### config.mk
export PLATFORM = sky130hd
export DESIGN_NAME = rc4_keystream_generator
export DESIGN_NICKNAME = d
export VERILOG_FILES = /design/src/hw/rtl/rc4_pkg.sv /design/src/hw/rtl/rc4_ram.sv /design/src/hw/rtl/rc4_perm_store.sv /design/src/hw/rtl/rc4_add3.sv /design/src/hw/rtl/rc4_keystream_generator.sv
export SDC_FILE = /design/constraint.sdc
export NUM_CORES = 2
export LEC_CHECK = 0
export BUFFER_PORTS_ARGS = -buffer_cell sky130_fd_sc_hd__buf_2
export CAP_MARGIN = 15
export CORE_MARGIN = 5
export CORE_UTILIZATION = 30
export CTS_CLUSTER_DIAMETER = 80
export CTS_CLUSTER_SIZE = 24
export DETAILED_ROUTE_END_ITERATION = 12
export HOLD_SLACK_MARGIN = 0.03
export PLACE_DENSITY = 0.53
export SLEW_MARGIN = 20
export SYNTH_ARGS = -nofsm -noshare
export SYNTH_HDL_FRONTEND = slang
export SYNTH_SLANG_ARGS = --single-unit
### constraint.sdc
create_clock -name i_clk -period 5.4 [get_ports i_clk]
set_input_delay 0.27 -clock i_clk [delete_from_list [all_inputs] [get_ports i_clk]]
set_output_delay 0.27 -clock i_clk [all_outputs]
set_load 0.01 [all_outputs]
### src/hw/rtl/rc4_pkg.sv
// Shared types and constants for the RC4 keystream generator.
// No dependencies; used by rc4_perm_store, rc4_add3 and the top level.
`default_nettype none

package rc4_pkg;

    localparam int BYTE_W     = 8;
    localparam int IDX_W      = 8;
    localparam int CNT_W      = 7;
    localparam int STAT_W     = 2;
    localparam int PERM_DEPTH = 256;
    localparam int SEED_CNT_W = 9;

    // input kinds (tuser on the slave side)
    localparam logic KIND_SEED = 1'b0;
    localparam logic KIND_GEN  = 1'b1;

    // result status codes (tuser on the master side)
    localparam logic [STAT_W-1:0] STATUS_OK       = 2'd0;
    localparam logic [STAT_W-1:0] STATUS_IGNORED  = 2'd1;
    localparam logic [STAT_W-1:0] STATUS_UNSEEDED = 2'd2;

    typedef enum logic [3:0] {
        ST_IDLE,
        ST_SEED_RDJ,
        ST_SEED_WR_J,
        ST_SEED_WR_POS,
        ST_GEN_RDI,
        ST_GEN_RDJ,
        ST_GEN_WRI,
        ST_GEN_WRJ,
        ST_EMIT
    } t_state;

    typedef struct packed {
        logic [BYTE_W-1:0] rnd;
        logic [STAT_W-1:0] status;
        logic              last;
    } t_result;

    // one cycle of permutation table access: one write and one read
    typedef struct packed {
        logic             we;
        logic [IDX_W-1:0] waddr;
        logic [BYTE_W-1:0] wdata;
        logic [IDX_W-1:0] raddr;
    } t_perm_req;

endpackage

`default_nettype wire

### src/hw/rtl/rc4_ram.sv
// Generic single-write, single-read RAM with registered read data.
// No dependencies.
`default_nettype none

module rc4_ram #(
    parameter int WIDTH = 8,
    parameter int DEPTH = 256
) (
    input  wire logic                     i_clk,
    input  wire logic                     i_we,
    input  wire logic [$clog2(DEPTH)-1:0] i_waddr,
    input  wire logic [WIDTH-1:0]         i_wdata,
    input  wire logic [$clog2(DEPTH)-1:0] i_raddr,
    output logic      [WIDTH-1:0]         o_rdata
);

    logic [WIDTH-1:0] r_mem [DEPTH];
    logic [WIDTH-1:0] r_rdata;

    always_ff @(posedge i_clk) begin
        if (i_we) begin
            r_mem[i_waddr] <= i_wdata;
        end
        r_rdata <= r_mem[i_raddr];
    end

    assign o_rdata = r_rdata;

endmodule

`default_nettype wire

### src/hw/rtl/rc4_perm_store.sv
// Permutation table: RAM plus per-entry valid bits so that an unwritten
// entry reads as its own index (identity after reset). Uses rc4_pkg, rc4_ram.
`default_nettype none

module rc4_perm_store (
    input  wire logic                      i_clk,
    input  wire logic                      i_rst_n,
    input  wire rc4_pkg::t_perm_req        i_req,
    output logic [rc4_pkg::BYTE_W-1:0]     o_rdata
);

    logic [rc4_pkg::PERM_DEPTH-1:0] r_vld;
    logic                           r_rd_vld;
    logic [rc4_pkg::IDX_W-1:0]      r_rd_addr;
    logic [rc4_pkg::BYTE_W-1:0]     w_ram_q;

    rc4_ram #(
        .WIDTH (rc4_pkg::BYTE_W),
        .DEPTH (rc4_pkg::PERM_DEPTH)
    ) u_ram (
        .i_clk   (i_clk),
        .i_we    (i_req.we),
        .i_waddr (i_req.waddr),
        .i_wdata (i_req.wdata),
        .i_raddr (i_req.raddr),
        .o_rdata (w_ram_q)
    );

    always_ff @(posedge i_clk) begin
        if (!i_rst_n) begin
            r_vld    <= '0;
            r_rd_vld <= 1'b0;
        end else begin
            if (i_req.we) begin
                r_vld[i_req.waddr] <= 1'b1;
            end
            r_rd_vld <= r_vld[i_req.raddr];
        end
    end

    always_ff @(posedge i_clk) begin
        r_rd_addr <= i_req.raddr;
    end

    // old-data read: a same-cycle write shows up one read later
    assign o_rdata = r_rd_vld ? w_ram_q : r_rd_addr;

endmodule

`default_nettype wire

### src/hw/rtl/rc4_add3.sv
// Shared 8-bit index adder (modulo 256), three operands.
// Uses rc4_pkg for widths.
`default_nettype none

module rc4_add3 (
    input  wire logic [rc4_pkg::IDX_W-1:0] i_a,
    input  wire logic [rc4_pkg::IDX_W-1:0] i_b,
    input  wire logic [rc4_pkg::IDX_W-1:0] i_c,
    output logic      [rc4_pkg::IDX_W-1:0] o_sum
);

    assign o_sum = i_a + i_b + i_c;

endmodule

`default_nettype wire

### src/hw/rtl/rc4_keystream_generator.sv
// RC4 keystream generator, top level.
// Uses rc4_pkg, rc4_perm_store (with rc4_ram) and rc4_add3.
`default_nettype none

// The block holds a 256-byte RC4 permutation in one RAM with a single read
// and a single write port; per-entry valid bits make it read as the identity
// right after reset, so there is no clearing pass. Feed 256 seed transfers
// (tuser = 0, seed byte in tdata[7:0]); each runs one key-schedule step and
// returns one result with status OK. After the 256th the generator is seeded;
// further seed transfers return status IGNORED and change nothing. A generate
// transfer (tuser = 1, count in tdata[14:8]) returns count keystream bytes
// (count 0 means 1, counts above MAX_BURST are clipped), tlast on the final
// one; before seeding it returns one result with status UNSEEDED. Only one
// input transfer is in work at a time: tready is high only while the
// sequencer is idle. A seed byte runs through the states SEED_RDJ,
// SEED_WR_J and SEED_WR_POS; an error result is made in IDLE as the
// transfer is taken; a generate request runs GEN_RDI, GEN_RDJ, GEN_WRI and
// GEN_WRJ once per keystream byte. This order is set by the permutation
// RAM: three dependent reads (s[i], s[j], s[a+b]) and two swap writes
// share its one read and one write port; the s[i] write overlaps the
// s[a+b] read and the s[j] write takes a state of its own. All index sums
// are made by one shared adder. A stalled output holds the sequencer.
module rc4_keystream_generator #(
    parameter int MAX_BURST = 64
) (
    input  wire logic        i_clk,
    input  wire logic        i_rst_n,
    // input stream
    input  wire logic        s_axis_tvalid,
    output logic             s_axis_tready,
    input  wire logic [15:0] s_axis_tdata,   // [7:0] seed_byte, [14:8] count, [15] zero
    input  wire logic        s_axis_tuser,   // [0] kind
    // result stream
    output logic             m_axis_tvalid,
    input  wire logic        m_axis_tready,
    output logic [7:0]       m_axis_tdata,   // [7:0] random_byte
    output logic [1:0]       m_axis_tuser,   // [1:0] status
    output logic             m_axis_tlast
);

    localparam logic [rc4_pkg::CNT_W-1:0] BURST_MAX = rc4_pkg::CNT_W'(MAX_BURST);

    // sequencer and index state
    rc4_pkg::t_state                    r_state, n_state;
    logic [rc4_pkg::SEED_CNT_W-1:0]     r_pos;      // seed bytes taken; bit 8 = seeded
    logic [rc4_pkg::IDX_W-1:0]          r_i;
    logic [rc4_pkg::IDX_W-1:0]          r_j;
    logic [rc4_pkg::BYTE_W-1:0]         r_a;        // s[i] (or s[pos] when seeding)
    logic [rc4_pkg::BYTE_W-1:0]         r_b;        // s[j] before the swap
    logic [rc4_pkg::IDX_W-1:0]          r_k;        // a + b, keystream index
    logic [rc4_pkg::BYTE_W-1:0]         r_seed;
    logic [rc4_pkg::CNT_W-1:0]          r_cnt;      // bytes still owed
    // pending result when the output register is busy
    rc4_pkg::t_result                   r_pend;
    rc4_pkg::t_state                    r_after;
    // output register
    logic                               r_m_valid;
    rc4_pkg::t_result                   r_m_res;

    logic                               w_in_xfer;
    logic                               w_kind;
    logic [rc4_pkg::BYTE_W-1:0]         w_seed_in;
    logic [rc4_pkg::CNT_W-1:0]          w_count_in;
    logic [rc4_pkg::CNT_W-1:0]          w_count_clip;
    logic                               w_seeded;
    logic                               w_slot_free;

    rc4_pkg::t_perm_req                 w_req;
    logic [rc4_pkg::BYTE_W-1:0]         w_rdata;
    logic [rc4_pkg::IDX_W-1:0]          w_add_a, w_add_b, w_add_c, w_sum;
    logic [rc4_pkg::BYTE_W-1:0]         w_key;
    logic                               w_res_valid;
    rc4_pkg::t_result                   w_res;
    rc4_pkg::t_state                    w_after;

    assign w_kind      = s_axis_tuser;
    assign w_seed_in   = s_axis_tdata[7:0];
    assign w_count_in  = s_axis_tdata[14:8];
    assign w_seeded    = r_pos[8];
    assign w_in_xfer   = s_axis_tvalid && s_axis_tready;
    assign w_slot_free = !r_m_valid || m_axis_tready;

    always_comb begin
        if (w_count_in == '0) begin
            w_count_clip = rc4_pkg::CNT_W'(1);
        end else if (w_count_in > BURST_MAX) begin
            w_count_clip = BURST_MAX;
        end else begin
            w_count_clip = w_count_in;
        end
    end

    rc4_perm_store u_perm (
        .i_clk   (i_clk),
        .i_rst_n (i_rst_n),
        .i_req   (w_req),
        .o_rdata (w_rdata)
    );

    rc4_add3 u_add (
        .i_a   (w_add_a),
        .i_b   (w_add_b),
        .i_c   (w_add_c),
        .o_sum (w_sum)
    );

    // keystream byte after the swap: s[j] now holds a, s[i] holds b
    always_comb begin
        if (r_k == r_j) begin
            w_key = r_a;
        end else if (r_k == r_i) begin
            w_key = r_b;
        end else begin
            w_key = w_rdata;
        end
    end

    // next state
    always_comb begin
        n_state = r_state;
        case (r_state)
            rc4_pkg::ST_IDLE: begin
                if (w_in_xfer) begin
                    if (w_kind == rc4_pkg::KIND_SEED && !w_seeded) begin
                        n_state = rc4_pkg::ST_SEED_RDJ;
                    end else if (w_kind == rc4_pkg::KIND_GEN && w_seeded) begin
                        n_state = rc4_pkg::ST_GEN_RDI;
                    end else if (!w_slot_free) begin
                        n_state = rc4_pkg::ST_EMIT;
                    end
                end
            end
            rc4_pkg::ST_SEED_RDJ:  n_state = rc4_pkg::ST_SEED_WR_J;
            rc4_pkg::ST_SEED_WR_J: n_state = rc4_pkg::ST_SEED_WR_POS;
            rc4_pkg::ST_SEED_WR_POS: begin
                n_state = w_slot_free ? w_after : rc4_pkg::ST_EMIT;
            end
            rc4_pkg::ST_GEN_RDI: n_state = rc4_pkg::ST_GEN_RDJ;
            rc4_pkg::ST_GEN_RDJ: n_state = rc4_pkg::ST_GEN_WRI;
            rc4_pkg::ST_GEN_WRI: n_state = rc4_pkg::ST_GEN_WRJ;
            rc4_pkg::ST_GEN_WRJ: begin
                n_state = w_slot_free ? w_after : rc4_pkg::ST_EMIT;
            end
            rc4_pkg::ST_EMIT: begin
                if (w_slot_free) begin
                    n_state = r_after;
                end
            end
            default: n_state = rc4_pkg::ST_IDLE;
        endcase
    end

    // datapath control: adder operands, table access, result
    always_comb begin
        w_add_a     = '0;
        w_add_b     = '0;
        w_add_c     = '0;
        w_req       = '0;
        w_res_valid = 1'b0;
        w_res       = '0;
        w_after     = rc4_pkg::ST_IDLE;
        case (r_state)
            rc4_pkg::ST_IDLE: begin
                w_req.raddr = r_pos[7:0];    // s[pos] ready for a seed step
                if (w_in_xfer) begin
                    if (w_kind == rc4_pkg::KIND_SEED && w_seeded) begin
                        w_res_valid = 1'b1;
                        w_res       = '{rnd: '0, status: rc4_pkg::STATUS_IGNORED, last: 1'b1};
                    end else if (w_kind == rc4_pkg::KIND_GEN && !w_seeded) begin
                        w_res_valid = 1'b1;
                        w_res       = '{rnd: '0, status: rc4_pkg::STATUS_UNSEEDED, last: 1'b1};
                    end
                end
            end
            rc4_pkg::ST_SEED_RDJ: begin
                // j += s[pos] + seed, then fetch s[j]
                w_add_a     = r_j;
                w_add_b     = w_rdata;
                w_add_c     = r_seed;
                w_req.raddr = w_sum;
            end
            rc4_pkg::ST_SEED_WR_J: begin
                w_req.we    = 1'b1;
                w_req.waddr = r_j;
                w_req.wdata = r_a;
            end
            rc4_pkg::ST_SEED_WR_POS: begin
                w_req.we    = 1'b1;
                w_req.waddr = r_pos[7:0];
                w_req.wdata = r_b;
                w_res_valid = 1'b1;
                w_res       = '{rnd: '0, status: rc4_pkg::STATUS_OK, last: 1'b1};
            end
            rc4_pkg::ST_GEN_RDI: begin
                w_add_a     = r_i;
                w_add_b     = rc4_pkg::IDX_W'(1);
                w_req.raddr = w_sum;
            end
            rc4_pkg::ST_GEN_RDJ: begin
                w_add_a     = r_j;
                w_add_b     = w_rdata;
                w_req.raddr = w_sum;
            end
            rc4_pkg::ST_GEN_WRI: begin
                // s[i] = b; start the read of s[a + b] (old data, patched later)
                w_add_a     = r_a;
                w_add_b     = w_rdata;
                w_req.we    = 1'b1;
                w_req.waddr = r_i;
                w_req.wdata = w_rdata;
                w_req.raddr = w_sum;
            end
            rc4_pkg::ST_GEN_WRJ: begin
                w_req.we    = 1'b1;
                w_req.waddr = r_j;
                w_req.wdata = r_a;
                w_res_valid = 1'b1;
                w_res.rnd   = w_key;
                w_res.status = rc4_pkg::STATUS_OK;
                w_res.last  = (r_cnt == rc4_pkg::CNT_W'(1));
                w_after     = w_res.last ? rc4_pkg::ST_IDLE : rc4_pkg::ST_GEN_RDI;
            end
            rc4_pkg::ST_EMIT: begin
                w_res_valid = 1'b1;
                w_res       = r_pend;
            end
            default: begin
                w_res_valid = 1'b0;
            end
        endcase
    end

    // control registers
    always_ff @(posedge i_clk) begin
        if (!i_rst_n) begin
            r_state   <= rc4_pkg::ST_IDLE;
            r_pos     <= '0;
            r_i       <= '0;
            r_j       <= '0;
            r_cnt     <= '0;
            r_m_valid <= 1'b0;
            r_after   <= rc4_pkg::ST_IDLE;
        end else begin
            r_state <= n_state;
            if (w_res_valid && w_slot_free) begin
                r_m_valid <= 1'b1;
            end else if (m_axis_tready) begin
                r_m_valid <= 1'b0;
            end
            if (w_res_valid && !w_slot_free && r_state != rc4_pkg::ST_EMIT) begin
                r_after <= w_after;
            end
            case (r_state)
                rc4_pkg::ST_IDLE: begin
                    if (w_in_xfer) begin
                        r_cnt <= w_count_clip;
                    end
                end
                rc4_pkg::ST_SEED_RDJ: r_j <= w_sum;
                rc4_pkg::ST_SEED_WR_POS: begin
                    r_pos <= r_pos + 1'b1;
                    if (r_pos[7:0] == 8'hFF) begin
                        // schedule done: generation starts at i = j = 0
                        r_i <= '0;
                        r_j <= '0;
                    end
                end
                rc4_pkg::ST_GEN_RDI: r_i <= w_sum;
                rc4_pkg::ST_GEN_RDJ: r_j <= w_sum;
                rc4_pkg::ST_GEN_WRJ: r_cnt <= r_cnt - 1'b1;
                default: begin
                    r_cnt <= r_cnt;
                end
            endcase
        end
    end

    // payload registers
    always_ff @(posedge i_clk) begin
        if (w_res_valid && w_slot_free) begin
            r_m_res <= w_res;
        end
        if (w_res_valid && !w_slot_free && r_state != rc4_pkg::ST_EMIT) begin
            r_pend <= w_res;
        end
        case (r_state)
            rc4_pkg::ST_IDLE: r_seed <= w_seed_in;
            rc4_pkg::ST_SEED_RDJ: r_a <= w_rdata;
            rc4_pkg::ST_SEED_WR_J: r_b <= w_rdata;
            rc4_pkg::ST_GEN_RDJ: r_a <= w_rdata;
            rc4_pkg::ST_GEN_WRI: begin
                r_b <= w_rdata;
                r_k <= w_sum;
            end
            default: begin
                r_a <= r_a;
            end
        endcase
    end

    assign s_axis_tready = (r_state == rc4_pkg::ST_IDLE);
    assign m_axis_tvalid = r_m_valid;
    assign m_axis_tdata  = r_m_res.rnd;
    assign m_axis_tuser  = r_m_res.status;
    assign m_axis_tlast  = r_m_res.last;

`ifndef SYNTHESIS
    // once seeded, the generator never falls back
    a_seeded_sticky: assert property (@(posedge i_clk) disable iff (!i_rst_n)
        $past(i_rst_n) && $past(r_pos[8]) |-> r_pos[8])
        else $error("seeded flag dropped");

    // the seed counter stops at exactly 256
    a_pos_bound: assert property (@(posedge i_clk) disable iff (!i_rst_n)
        r_pos[8] |-> (r_pos[7:0] == '0))
        else $error("seed counter beyond 256");

    // a burst byte is only started while bytes are still owed
    a_cnt_live: assert property (@(posedge i_clk) disable iff (!i_rst_n)
        (r_state == rc4_pkg::ST_GEN_RDI) |-> (r_cnt != '0))
        else $error("keystream byte started with zero count");

    // a late seed byte is answered with IGNORED or parked for output
    a_seed_ignored: assert property (@(posedge i_clk) disable iff (!i_rst_n)
        w_in_xfer && (w_kind == rc4_pkg::KIND_SEED) && r_pos[8] |=>
        (r_state == rc4_pkg::ST_EMIT) ||
        (m_axis_tvalid && (m_axis_tuser == rc4_pkg::STATUS_IGNORED)))
        else $error("late seed byte not reported as ignored");
`endif

endmodule

`default_nettype wire
==> metrics.txt <==
result of the run=finished, violations left; violations in the final reports=setup timing; share of cells above drive strength 1=17.1%; Critical Path RT=6.22 ns; CP max stage delay=0.59 ns; net count of the mapped netlist=7487; worst-skew pair later-pin latency=0.90 ns; clock sinks=2413; period utilisation layout=101%; Net Sw Power=7390 µW; library cell occupying the most area in the post-synthesis netlist=edfxtp_1; total core area=0.321 mm²; final routed wirelength across all metal layers=350 mm; Hold Vio Cnt, Final=0; clock skew=0.0688 ns; # nets final=8227; largest net degree at the start of global routing=177; leading post-synthesis cells by cell area=edfxtp_1 65%, nand2_1 6.6%, dfxtp_1 6.4%, mux2i_1 3.4%, nand3_1 2.5%; critical path capture point type=flop; placer's final routability congestion estimate=0.922; Post-synth top flop=edfxtp_1; P per Cell Area=291 mW/mm²; post-synthesis cell type count=82; cell-by-cell trace of the critical path=buf_4 > mux2_2 > nand2_1 > fa_1 > inv_1 > ha_1 > a211oi_2 > o21bai_1 > mux2i_1 > and2_1 > clkinv_1 > nor2_1 > buf_4 > nand3_1 > nor3_2 > a2111oi_1 > buf_4 > a31oi_1; static leakage=0.0394 µW; leading cell type by number of instances after synthesis=edfxtp_1; die area=0.334 mm²; Mapped Area=0.0967 mm²; EDFF count, synth=2102; cell occurring most often along the worst timing path=buf_4; num rows=208; boundary pin count=34; worst hold path type=in2reg; initial core utilization=30.1%; Async S/R FF share, synth=0%; count of warnings emitted by yosys=0; Final Slew Violations=0; top cell type's share of synthesized area=65.3%; class of the most critical setup path=reg2reg; smallest hold slack=0.103 ns; Root Buffer Master=clkbuf_16; normalized max-slew margin=12.5%; most frequent cells after synthesis=2102 x edfxtp_1, 1688 x nand2_1, 489 x nand3_1; fin cells=12600; kind of cell adding the most delay to the critical path=simple AND/OR/NAND/NOR gates; CTS max path bufs=4; number of buffers and inverters on the critical path=5; VDD IR-drop max=264 µV; Fillers=31100; Die X-Extent=578 µm; placed inst area=0.109 mm²; switching part of the total=22.1%; layout overhead on the synthesized area=18.8%; final setup vio count=1; Overflow after GRT=0; setup slack of the critical path after layout=-0.0333 ns; post-synthesis average cell area=13.0 µm²; Worst Setup Start Kind=flop; placed insts=12300; arrival time reported for the critical path endpoint=6.25 ns; part of the power in registers=59.8%; Min Clock Period, post-route=5.43 ns; Post-Place Worst Slack=-0.805 ns; share of power burned in the clock network=36.5%; routed vias/inst=5.34; IO buf count=32; Cell Int Power=26100 µW; Combinational Power Share=3.7%; detailed-route wire length per cell=27.8 µm; Peak Freq=184 MHz; htree depth=4; clock tree from TritonCTS=done; synthesis-stage register bit count=2413; max-cap violation count=0; number of antenna-violating nets in the routed design=0; number of design rule violations left after detail routing=0; post-synthesis sequential area ratio=71.7%; Post-Route Utilization=35.8%; register clock-pin slew on the reported worst setup and hold paths=0.10 ns; vias in the first global route=63500; vertical die dimension=578 µm; synthesized instance count=7445; overall global routing resource usage=20.1%; final instance area=0.115 mm²; peak fanout along the critical path=6; Num CTS Buffers=143; slew at the pin with the worst max-slew slack=1.31 ns; Detail Placement HPWL=226 mm; Detailed Route Iter0 Violations=8735; total number of vias=67200; drt pass-1 iters=8; RSZ-0062 raised after global routing=yes; number of antenna violations at the first check in global routing=17; Crit-path slowest cell=nor2_1; wire length of the first global-routing pass=488 mm
## per-stage QoR
| stage | power [µW] | setup TNS, ns |
|---|---|---|
| final | 33500 | -0.0333 |
| after global routing | 34400 | -0.254 |
| after CTS | 33600 | 0 |
| after detailed placement | 21600 | -4.81 |
| after global placement | 21600 | -6.02 |
| after floorplan | 21100 | -159.37 |
## repair_timing
item | CTS | global route
hold buffers | 29 | 0
cloned | 4 | 3
gates resized for setup | 79 | 58
endpoints found under the setup margin | 9 | 9
setup buffers | 13 | 12
pin swaps | 17 | 37
endpoints found under the hold margin | 103 | 0
## metal layers
metal / vias up / global-route usage [%] / wire length, µm
li1: 29000 / - / -
met1: 34200 / 28.1 / 145000
met2: 3455 / 31.6 / 159000
met3: 529 / 3.61 / 32600
met4: 12 / 7.05 / 13600
met5: - / 0 / 85
## layout make-up
class | count | area [µm²] | area share, %
diodes | 7 | 17.5 | 0.0152
clock buffers | 193 | 3960 | 3.44
clock inverters | 53 | 707 | 0.615
inverters | 33 | 176 | 0.153
multi-input cells | 4514 | 25600 | 22.3
flip-flops and latches | 2413 | 69300 | 60.3
well taps | 4305 | 5390 | 4.69
repair buffers | 1079 | 9730 | 8.47
repair inverters | 1 | 8.76 | 0.00762
## cell usage in the layout, fill, tap and decap left out, drive strengths merged, types with 83 or more instances in the layout
cell    instances
edfxtp       2102
nand2        1688
buf          1045
nand3         489
nor2          369
mux2i         330
a21oi         327
dfxtp         311
o21a          256
clkbuf        196
a31oi         121
and3          116
o22ai         106
o21ai          83
## registers in the layout, summed over array words and instances, names as in the netlist, 2 cells and up
| register | flops |
|---|---|
| u_perm.u_ram.r_mem | 2048 |
| u_perm.r_vld | 256 |
| r_pend | 11 |
| r_pos | 9 |
| m_axis_tdata | 8 |
| r_a | 8 |
| r_b | 8 |
| r_i | 8 |
| r_j | 8 |
| r_k | 8 |
| r_seed | 8 |
| u_perm.r_rd_addr | 8 |
| u_perm.u_ram.o_rdata | 8 |
| r_cnt | 7 |
| r_state | 4 |
| m_axis_tuser | 2 |
## kinds of logic after synthesis
family	count (synthesis)	share of synthesized area, %
buf+inv	518	2.74
compound gates	1243	8.63
simple gates	2858	12.5
mux	361	3.78
flops	2413	71.7
fa+ha+maj	21	0.334
xor+xnor	31	0.281
## final timing paths
check | start | to | slack (ns) | cells past startpoint
max reg2reg | u_perm.r_rd_vld | u_perm.u_ram.o_rdata[4] | -0.03 | 18
max | u_perm.r_rd_vld | u_perm.u_ram.o_rdata[4] | -0.03 | 18
min reg2reg | u_perm.r_vld[111] | u_perm.r_vld[111] | 0.47 | 1
min | s_axis_tdata[0] | r_seed[0] | 0.10 | 2
## power by group through the flow
| stage | clock (µW) | combinational, µW | sequential [µW] |
|---|---|---|---|
| after floorplan | 0 | 670 | 20500 |
| after global placement | 0 | 1170 | 20500 |
| after detailed placement | 0 | 1180 | 20500 |
| after CTS | 12400 | 1220 | 20000 |
| after global routing | 13100 | 1310 | 20000 |
| final | 12200 | 1240 | 20000 |
(Power assumes the default switching activity.)
